### config.mk
export PLATFORM = sky130hd
export DESIGN_NAME = ftp_reply_framer_flat
export DESIGN_NICKNAME = d
export VERILOG_FILES = /design/src/rtl/core/ftpr_pkg.sv /design/src/rtl/core/ftpr_rx_if.sv /design/src/rtl/core/ftpr_reply_if.sv /design/src/rtl/core/ftp_reply_framer.sv /design/src/flat_wrapper.sv
export SDC_FILE = /design/constraint.sdc
export NUM_CORES = 1
export LEC_CHECK = 0
export ABC_CLOCK_PERIOD_IN_PS = 3300
export BUFFER_PORTS_ARGS = -buffer_cell sky130_fd_sc_hd__buf_4
export CAP_MARGIN = 20
export CORE_ASPECT_RATIO = 0.5
export CORE_MARGIN = 2
export CORE_UTILIZATION = 25
export CTS_BUF_LIST = sky130_fd_sc_hd__clkbuf_8
export CTS_CLUSTER_SIZE = 30
export DETAILED_ROUTE_END_ITERATION = 7
export GPL_TIMING_DRIVEN = 0
export PLACE_DENSITY = 0.49
export RECOVER_POWER = 100
export SLEW_MARGIN = 20
export SYNTH_ARGS = -nofsm -noshare
export SYNTH_HDL_FRONTEND = slang
export SYNTH_SLANG_ARGS = --single-unit
### constraint.sdc
create_clock -name clk_i -period 3.3 [get_ports clk_i]
set_input_delay 0.33 -clock clk_i [delete_from_list [all_inputs] [get_ports clk_i]]
set_output_delay 0.33 -clock clk_i [all_outputs]
set_load 0.05 [all_outputs]
### src/rtl/core/ftpr_pkg.sv
// Types, constants and helpers for the FTP reply framer.
package ftpr_pkg;

  localparam int unsigned PrefixLen = 3;
  localparam int unsigned DigitW    = 4;
  localparam int unsigned CodeW     = PrefixLen * DigitW;
  localparam int unsigned CntW      = $clog2(PrefixLen + 1);

  localparam logic [7:0] ChSpace  = 8'h20;
  localparam logic [7:0] ChHyphen = 8'h2d;
  localparam logic [7:0] ChNl     = 8'h0a;
  localparam logic [7:0] ChZero   = 8'h30;
  localparam logic [7:0] ChNine   = 8'h39;

  typedef enum logic [1:0] {
    ST_BUSY  = 2'd0,
    ST_DONE  = 2'd1,
    ST_ERROR = 2'd2
  } status_e;

  typedef enum logic [1:0] {
    PH_FIRST = 2'd0,
    PH_LINE  = 2'd1,
    PH_SKIP  = 2'd2,
    PH_END   = 2'd3
  } phase_e;

  function automatic logic is_digit(logic [7:0] c);
    return (c >= ChZero) && (c <= ChNine);
  endfunction

endpackage

### src/rtl/core/ftpr_rx_if.sv
// Valid/ready channel carrying one received control-connection byte per beat.
interface ftpr_rx_if;
  logic       valid;
  logic       ready;
  logic [7:0] rx_byte;

  modport source (output valid, output rx_byte, input ready);
  modport sink   (input valid, input rx_byte, output ready);
endinterface

### src/rtl/core/ftpr_reply_if.sv
// Valid/ready channel carrying one per-byte framing status beat.
interface ftpr_reply_if;
  logic                  valid;
  logic                  ready;
  ftpr_pkg::status_e     status;
  logic [3:0]            code_hundreds;
  logic [3:0]            code_tens;
  logic [3:0]            code_units;
  logic                  is_multiline;

  modport source (output valid, output status, output code_hundreds, output code_tens,
                  output code_units, output is_multiline, input ready);
  modport sink   (input valid, input status, input code_hundreds, input code_tens,
                  input code_units, input is_multiline, output ready);
endinterface

### src/rtl/core/ftp_reply_framer.sv
// FTP reply framer: per-byte status of control-connection reply framing.
//
// rx_i takes one byte of the control stream per beat. For every byte
// accepted, reply_o gives exactly one beat: status busy while a reply is in
// progress, done on the newline that closes a reply, error on the fourth
// byte of a malformed opening line, plus the reply code digits and the
// multi-line flag captured so far (all zero on an error beat).
// Each rx_i beat passes through an input register, then the framing state
// update feeding the result register, before it appears as its reply_o beat.
// Throughput is one byte per cycle while reply_o is not stalled; the framing
// state is a few byte compares and a 12-bit code compare between the two registers.
// When reply_o is stalled both stages hold and rx_i.ready drops once the
// input register is full; a new byte is still taken while the result waits,
// as long as the input register is free or moving on.
// Reset clears both stages and the framing state: the block waits for the
// first line of a new reply, with the code and flag at zero.
module ftp_reply_framer (
  input  logic clk_i,
  input  logic rst_ni,
  ftpr_rx_if.sink      rx_i,
  ftpr_reply_if.source reply_o
);
  import ftpr_pkg::*;

  // input stage
  logic       in_vld_q;
  logic [7:0] in_byte_q;
  logic       adv;
  logic       fire;

  // framing state
  phase_e                         phase_q, phase_d;
  logic [CntW-1:0]                cnt_q, cnt_d;
  logic [PrefixLen-1:0][7:0]      chars_q, chars_d;
  logic [CodeW-1:0]               code_q, code_d, code_upd;
  logic                           ml_q, ml_d, ml_upd;

  // result stage
  logic             out_vld_q;
  status_e          status_q, status_c;
  logic [CodeW-1:0] code_out_q, code_out_c;
  logic             ml_out_q, ml_out_c;

  logic             is_sp, is_hy, is_nl;
  logic             prefix_ok;
  logic [CodeW-1:0] prefix_code;
  logic             cnt_full;

  assign adv        = !out_vld_q || reply_o.ready;
  assign fire       = in_vld_q && adv;
  assign rx_i.ready = !in_vld_q || fire;

  always_ff @(posedge clk_i or negedge rst_ni) begin
    if (!rst_ni) begin
      in_vld_q <= 1'b0;
    end else if (rx_i.ready) begin
      in_vld_q <= rx_i.valid;
    end
  end

  always_ff @(posedge clk_i) begin
    if (rx_i.valid && rx_i.ready) begin
      in_byte_q <= rx_i.rx_byte;
    end
  end

  assign is_sp     = (in_byte_q == ChSpace);
  assign is_hy     = (in_byte_q == ChHyphen);
  assign is_nl     = (in_byte_q == ChNl);
  assign cnt_full  = (cnt_q == CntW'(PrefixLen));
  assign prefix_ok = is_digit(chars_q[0]) && is_digit(chars_q[1]) && is_digit(chars_q[2]);
  // digit value is the low nibble of an ASCII digit
  assign prefix_code = {chars_q[0][DigitW-1:0], chars_q[1][DigitW-1:0],
                        chars_q[2][DigitW-1:0]};

  // result of the current byte
  always_comb begin
    status_c = ST_BUSY;
    case (phase_q)
      PH_END: begin
        if (is_nl) status_c = ST_DONE;
      end
      PH_FIRST: begin
        if (cnt_full && !(prefix_ok && (is_sp || is_hy))) status_c = ST_ERROR;
      end
      default: status_c = ST_BUSY;
    endcase
    code_out_c = (status_c == ST_ERROR) ? '0 : code_upd;
    ml_out_c   = (status_c == ST_ERROR) ? 1'b0 : ml_upd;
  end

  // next framing state
  always_comb begin
    phase_d  = phase_q;
    cnt_d    = cnt_q;
    chars_d  = chars_q;
    code_upd = code_q;
    ml_upd   = ml_q;
    case (phase_q)
      PH_LINE: begin
        if (!cnt_full) begin
          chars_d[cnt_q[1:0]] = in_byte_q;
          cnt_d = cnt_q + CntW'(1);
        end else begin
          phase_d = (prefix_ok && is_sp && (prefix_code == code_q)) ? PH_END : PH_SKIP;
          cnt_d   = '0;
        end
      end
      PH_SKIP: begin
        if (is_nl) begin
          phase_d = PH_LINE;
          cnt_d   = '0;
        end
      end
      PH_END: begin
        phase_d = phase_q;
      end
      default: begin
        if (!cnt_full) begin
          chars_d[cnt_q[1:0]] = in_byte_q;
          cnt_d = cnt_q + CntW'(1);
        end else if (prefix_ok && (is_sp || is_hy)) begin
          code_upd = prefix_code;
          ml_upd   = is_hy;
          phase_d  = is_sp ? PH_END : PH_SKIP;
          cnt_d    = '0;
        end
      end
    endcase
    code_d = code_upd;
    ml_d   = ml_upd;
    // a completed or rejected reply drops everything and waits for a new one
    if (status_c != ST_BUSY) begin
      phase_d = PH_FIRST;
      cnt_d   = '0;
      code_d  = '0;
      ml_d    = 1'b0;
    end
  end

  always_ff @(posedge clk_i or negedge rst_ni) begin
    if (!rst_ni) begin
      phase_q   <= PH_FIRST;
      cnt_q     <= '0;
      code_q    <= '0;
      ml_q      <= 1'b0;
      out_vld_q <= 1'b0;
    end else begin
      if (fire) begin
        phase_q <= phase_d;
        cnt_q   <= cnt_d;
        code_q  <= code_d;
        ml_q    <= ml_d;
      end
      if (adv) begin
        out_vld_q <= in_vld_q;
      end
    end
  end

  always_ff @(posedge clk_i) begin
    if (fire) begin
      chars_q    <= chars_d;
      status_q   <= status_c;
      code_out_q <= code_out_c;
      ml_out_q   <= ml_out_c;
    end
  end

  assign reply_o.valid         = out_vld_q;
  assign reply_o.status        = status_q;
  assign reply_o.code_hundreds = code_out_q[CodeW-1 -: DigitW];
  assign reply_o.code_tens     = code_out_q[DigitW +: DigitW];
  assign reply_o.code_units    = code_out_q[DigitW-1:0];
  assign reply_o.is_multiline  = ml_out_q;

endmodule

### src/flat_wrapper.sv
// flat-port wrapper written by rule: the top's interface ports become plain ports
module ftp_reply_framer_flat import ftpr_pkg::*;
  (clk_i, rst_ni, rx_i_valid, rx_i_rx_byte, rx_i_ready, reply_o_valid, reply_o_status, reply_o_code_hundreds, reply_o_code_tens, reply_o_code_units, reply_o_is_multiline, reply_o_ready);
  ftpr_rx_if rx_i_i ();
  ftpr_reply_if reply_o_i ();
  input  logic clk_i;
  input  logic rst_ni;
  input wire logic [$bits(rx_i_i.valid)-1:0] rx_i_valid;
  input wire logic [$bits(rx_i_i.rx_byte)-1:0] rx_i_rx_byte;
  output wire logic [$bits(rx_i_i.ready)-1:0] rx_i_ready;
  output wire logic [$bits(reply_o_i.valid)-1:0] reply_o_valid;
  output wire logic [$bits(reply_o_i.status)-1:0] reply_o_status;
  output wire logic [$bits(reply_o_i.code_hundreds)-1:0] reply_o_code_hundreds;
  output wire logic [$bits(reply_o_i.code_tens)-1:0] reply_o_code_tens;
  output wire logic [$bits(reply_o_i.code_units)-1:0] reply_o_code_units;
  output wire logic [$bits(reply_o_i.is_multiline)-1:0] reply_o_is_multiline;
  input wire logic [$bits(reply_o_i.ready)-1:0] reply_o_ready;
  assign rx_i_i.valid = rx_i_valid;
  assign rx_i_i.rx_byte = rx_i_rx_byte;
  assign rx_i_ready = rx_i_i.ready;
  assign reply_o_valid = reply_o_i.valid;
  assign reply_o_status = reply_o_i.status;
  assign reply_o_code_hundreds = reply_o_i.code_hundreds;
  assign reply_o_code_tens = reply_o_i.code_tens;
  assign reply_o_code_units = reply_o_i.code_units;
  assign reply_o_is_multiline = reply_o_i.is_multiline;
  assign reply_o_i.ready = reply_o_ready;
  ftp_reply_framer u_core (.clk_i(clk_i), .rst_ni(rst_ni), .rx_i(rx_i_i), .reply_o(reply_o_i));
endmodule
[Word level (Yosys, flattened, before mapping)]
Index checks and enable logic that the tools add are counted.
Cells by class
  reductions and logical operators: 27
  bitwise logic cells: 2
  multiplexer cells: 28
  $lt $le $gt $ge: 8
  add/subtract/negate cells: 1
  equality and inequality tests: 13
Operators with widths (count)
  $mux 12: 4
  $bwmux 24: 1
  $ge 8x6->1 const B: 3
  $le 8x6->1 const B: 3
  $mux 2: 11
  $demux 8 s2: 1
  $eq 8x6->1 const B: 2
  $eq 12x12->1: 1
  $logic_and 1x1->1: 12
  $pmux 2 s3: 2
  $eq 2x2->1 const B: 4
  $eq 8x4->1 const B: 1
  $mux 8: 1
  $mux 1: 7
  $ne 3x1->1 const B: 2
  $reduce_and 6->1: 1
  $ne 5x5->1 const B: 1
  $pmux 2 s2: 1
  $reduce_and 4->1: 1
  $reduce_bool 4->1: 1
  $logic_not 1->1: 3
  $logic_or 1x1->1: 3
  $lt 2x3->1 const B: 1
  $reduce_and 3->1: 1
  10 further kinds: 11
Storage, ports and cells
  word-level logic and storage cells: 92
  output and inout bits: 17
  register bits after elaboration: 66

[Depth between registers and ports, before layout]
  depth after elaboration: 12
  gate-level depth with buffers: 7
  gate-level depth less buffers: 7

[Worst setup path after synthesis]
Ideal clock, no wire load.
  kind: reg2reg
  start point: reg u_core.out_vld_q, in the netlist u_core.reply_o.valid
  end point: reg u_core.phase_q[0]
  clock period less this slack: 2.421 ns
  arrival: 2.320 ns
  setup time: 0.101 ns
  cell stages (with the launch flop): 8
  setup slack: 0.879 ns
  path buffers: 1
  cells stage by stage: dfrtp_1 > nand2b_1 > and2_0 > clkbuf_1 > a21bo_2 > o21bai_1 > or2_0 > o32ai_1
Between the ends
  longest elaborated chain between the ends: 4
RTL lines
  from (decl): RTL line ftp_reply_framer.sv:39  | logic out_vld_q;
  from (signal assigned): RTL line ftp_reply_framer.sv:156  | out_vld_q <= in_vld_q;
  $logic_not 1->1: RTL line ftp_reply_framer.sv:49  | assign adv = !out_vld_q || reply_o.ready;
  $logic_or 1x1->1: RTL line ftp_reply_framer.sv:49
  $logic_and 1x1->1: RTL line ftp_reply_framer.sv:50  | assign fire = in_vld_q && adv;
  named net u_core.fire: RTL line ftp_reply_framer.sv:29  | logic fire;
  $reduce_and 6->1 (no line)
  to (signal assigned): RTL line ftp_reply_framer.sv:150  | phase_q <= phase_d;
  to (decl): RTL line ftp_reply_framer.sv:32  | phase_e phase_q, phase_d;
The timed path passes the listed nets, and every way through them passes these cells.
A chain may end at the register's enable or synchronous reset.

[Worst setup path after layout]
  start point: reg u_core.out_vld_q, in the netlist u_core.reply_o.valid
  end point: reg u_core.code_q[0]
Between the ends
  longest elaborated chain between the ends: 3
RTL lines
  $logic_not 1->1: RTL line ftp_reply_framer.sv:49
  $logic_or 1x1->1: RTL line ftp_reply_framer.sv:49
  $logic_and 1x1->1: RTL line ftp_reply_framer.sv:50
  named net u_core.fire: RTL line ftp_reply_framer.sv:29
  to (signal assigned): RTL line ftp_reply_framer.sv:152  | code_q <= code_d;
  to (decl): RTL line ftp_reply_framer.sv:35  | logic [CodeW-1:0] code_q, code_d, code_upd;
The timed path passes the listed nets, and every way through them passes these cells.

==> metrics.txt <==
area fraction in compound gates after synthesis=0.115; standby leakage power=1.29 nW; worst setup slack after layout=0.613 ns; Critical Path, Cell by Cell=nand2b_1, and2_0, clkbuf_1, o21ai_0, clkbuf_1, a22o_1; final sum of negative setup slack=0 ns; combined area of all synthesized cells=3000 um^2; combinational family with the most area after synthesis=simple AND/OR/NAND/NOR gates; syn_area_per_cell=13.2 um^2; Mapped Cells=228; Min-Delay Endpoint=u_core.in_byte_q[5]$_DFFE_PP_; Placement Rows=28; Max-Slew Margin vs Limit=0.239; slew of the pin with the lowest slew margin=1.14 ns; Final Hold Slack=0.186 ns; via count of the first global-routing pass=2009; share of final-layout standard cells stronger than drive strength 1=0.125; effective utilization at floorplan=0.255; synth top area cells=sky130_fd_sc_hd__edfxtp_1 (47%), sky130_fd_sc_hd__dfrtp_1 (16%), sky130_fd_sc_hd__nand2_1 (3.9%); die outline area=12900 um^2; Final period util=0.814; #FFs+latches synth=66; cell area power density=497 nW/um^2; critical path class=flop to flop; number of different library cells in the post-synthesis netlist=52; number of flops mapped to enable cells by yosys=47; later-pin clock latency in the skew report=0.34 ns; pin count of the biggest net entering global routing=22; I/O Buffers=28; adder-cell share of the synthesized area=0.0375; total number of yosys warnings=0; peak supply drop=0.169 mV; r2r endpoint=u_core.code_q[0]$_DFFE_PN0P_; detailed router's first-iteration violation count=179; data arrival time of the critical path=2.91 ns; number of violations of the max-capacitance limit=0; critical path capture point type=flop; largest driver fanout on the critical path=21; Clock Sink Count=66; die outline height=81.5 um; relative area change from synthesis to final layout=18.5%; timing-limited maximum frequency=0.372 GHz; beginning of the worst hold path=rx_i_rx_byte[5]; # IOs=29; RR Startpoint=u_core.reply_o.valid$_DFFE_PN0P_; share of synthesized area occupied by flip-flops and latches=0.629; startpoint of the most critical setup path=u_core.reply_o.valid$_DFFE_PN0P_; run status=finished, final reports clean; DIE WIDTH=159 um; length of the first detailed-routing pass in iterations=4; setup repair after global routing missed its margin=no; Inserted Clock Buffers=9; basic-gate share of the synthesized area counting and, or, nand and nor cells=0.164; clk buf depth=2; average detailed-routed wire length per instance=14.5 um; number of vias per cell=4.47; final wirelength=6370 um; post-route minimum period=2.69 ns; stage delay of the slowest cell on the critical path=0.83 ns; first-pass GRT wire length=10500 um; antenna viol nets, final=0; PnR Total Power=1.77 mW; Net count, final=289; Critical Path Start Type=flop; minimum setup slack after placement=0.621 ns; final max-slew violation count=0; most numerous cell on the critical path=sky130_fd_sc_hd__clkbuf_1; critical-path cell with the highest stage delay=sky130_fd_sc_hd__clkbuf_1; post-synthesis xor/xnor area fraction=0.0350; RePlAce Congestion=0.757; Final HPWL DP=4560 um; depth of the most critical reg-to-reg path=6; Final Hold Violating Endpoints=0; Hold Path Stages=1; Top FF cell, synth=sky130_fd_sc_hd__edfxtp_1; Inserted Diodes=0; min-delay worst type=input pin to flop; critical path data required time=3.52 ns; vias=1958; flop2flop setup slack=0.61 ns; multiplexer fraction of the synthesized cell area=0; Filler Cells Inserted=1239; master cell of the clock root buffer=sky130_fd_sc_hd__clkbuf_8; overall global routing resource usage=0.107; top-area cell type share of the netlist area=0.470; biggest area consumer among synthesized cells=sky130_fd_sc_hd__edfxtp_1; number of antenna violations at the first check in global routing=0; maximum level of the CTS H-tree=3; grt total ovfl=0; syn_nets=249; clock-pin slew reported for the worst setup and hold paths after clock tree synthesis=0.08 ns; Core Box Area=11800 um^2; remaining routing DRC violations=0; share of synthesized flip-flops with an asynchronous set or reset=0.288; Fin Clk Skew=0.00744 ns; setup-violating endpoint count in the final report=0; clock tree from TritonCTS=done
-- sequential cells by signal (all words and copies together), names as in the netlist --
name                         count
u_core.chars_q                  24
u_core.cnt_q                     2
u_core.code_out_q               12
u_core.code_q                   12
u_core.in_byte_q                 8
u_core.in_vld_q                  1
u_core.ml_q                      1
u_core.phase_q                   2
u_core.reply_o.is_multiline      1
u_core.reply_o.status            2
u_core.reply_o.valid             1
-- routing by layer --
layer	wire length [um]	vias to the layer above	global-route usage	part of all wire
li1	-	928	-	-
met1	3170	970	0.136	0.50
met2	2830	58	0.168	0.44
met3	317	2	0.0455	0.050
met4	51	0	0.0300	0.0080
met5	0	-	0	0
-- cell usage after synthesis, types with 3 or more instances --
library cell               instances
sky130_fd_sc_hd__edfxtp_1         47
sky130_fd_sc_hd__nand2_1          31
sky130_fd_sc_hd__dfrtp_1          19
sky130_fd_sc_hd__a21oi_1          17
sky130_fd_sc_hd__a22o_1           13
sky130_fd_sc_hd__ha_1              9
sky130_fd_sc_hd__xor2_1            8
sky130_fd_sc_hd__and3_1            6
sky130_fd_sc_hd__inv_1             6
sky130_fd_sc_hd__o21ai_0           6
sky130_fd_sc_hd__nand2b_1          5
sky130_fd_sc_hd__clkbuf_1          4
sky130_fd_sc_hd__nor3_1            4
sky130_fd_sc_hd__xnor2_1           4
sky130_fd_sc_hd__nand3_1           3
sky130_fd_sc_hd__nand4_1           3
sky130_fd_sc_hd__nor4_1            3
-- how the worst max path moves through the flow --
stage / slack, ns / endpoint / cells past startpoint
6_report: 0.61 / u_core.code_q[0]$_DFFE_PN0P_ / 6
5_1_grt: 0.39 / u_core.ml_q$_DFFE_PN0P_ / 6
4_1_cts: 0.65 / u_core.phase_q[0]$_DFFE_PN0P_ / 7
3_5_place_dp: 0.62 / u_core.phase_q[0]$_DFFE_PN0P_ / 8
3_3_place_gp: 0.66 / u_core.phase_q[0]$_DFFE_PN0P_ / 8
2_1_floorplan: 0.88 / u_core.phase_q[0]$_DFFE_PN0P_ / 7
-- critical path: cells and delay by family, from the launching register on --
kind | cells | cell delay (ns)
AND/OR/NAND/NOR | 2 | 0.22
flip-flops | 1 | 0.40
AO/OA/AOI/OAI | 2 | 0.75
buffers and inverters | 2 | 1.18
-- cells in the final DEF (no fill, tap or decap), types with 7 or more instances in the layout --
cell type	n
sky130_fd_sc_hd__ha_1	9
sky130_fd_sc_hd__clkbuf_8	9
sky130_fd_sc_hd__a22o_1	13
sky130_fd_sc_hd__xor2_1	8
sky130_fd_sc_hd__nand2_1	31
sky130_fd_sc_hd__dfrtp_1	19
sky130_fd_sc_hd__edfxtp_1	47
sky130_fd_sc_hd__o21ai_0	7
sky130_fd_sc_hd__a21oi_1	17
sky130_fd_sc_hd__clkbuf_1	26
-- logic make-up after synthesis --
logic type,count (synthesis)
buf+inv,13
xor+xnor,12
compound gates,50
simple gates,78
flops,66
fa+ha+maj,9
-- through the flow --
step | instances | util | area [um^2]
after CTS | 438 | 0.310 | 3640
final | 438 | 0.302 | 3560
after detailed placement | 421 | 0.290 | 3420
after global routing | 438 | 0.302 | 3560
after floorplan | 228 | - | 3000
after global placement | 421 | 0.290 | 3420
-- what timing repair did --
| item | in CTS | in global routing |
|---|---|---|
| setup buffers | 0 | 0 |
| gates resized for setup | 0 | 0 |
| hold buffers | 1 | 0 |
| endpoints found under the hold margin | 19 | 0 |
-- power by group --
part / total [mW] / internal (mW) / switching [mW]
Clock: 0.742 / 0.424 / 0.318
Sequential: 0.927 / 0.912 / 0.0149
Combinational: 0.0983 / 0.0213 / 0.0770
-- cell type report --
class,count,area [um^2],area share
well taps,165,206,0.0581
clock buffers,9,124,0.0348
inverters,6,22.5,0.00633
plain buffers,7,33.8,0.00950
clock inverters,7,92.6,0.0260
multi-input cells,149,1040,0.294
repair buffers,29,145,0.0408
flip-flops and latches,66,1890,0.531
Power figures use the tool's default switching activity.
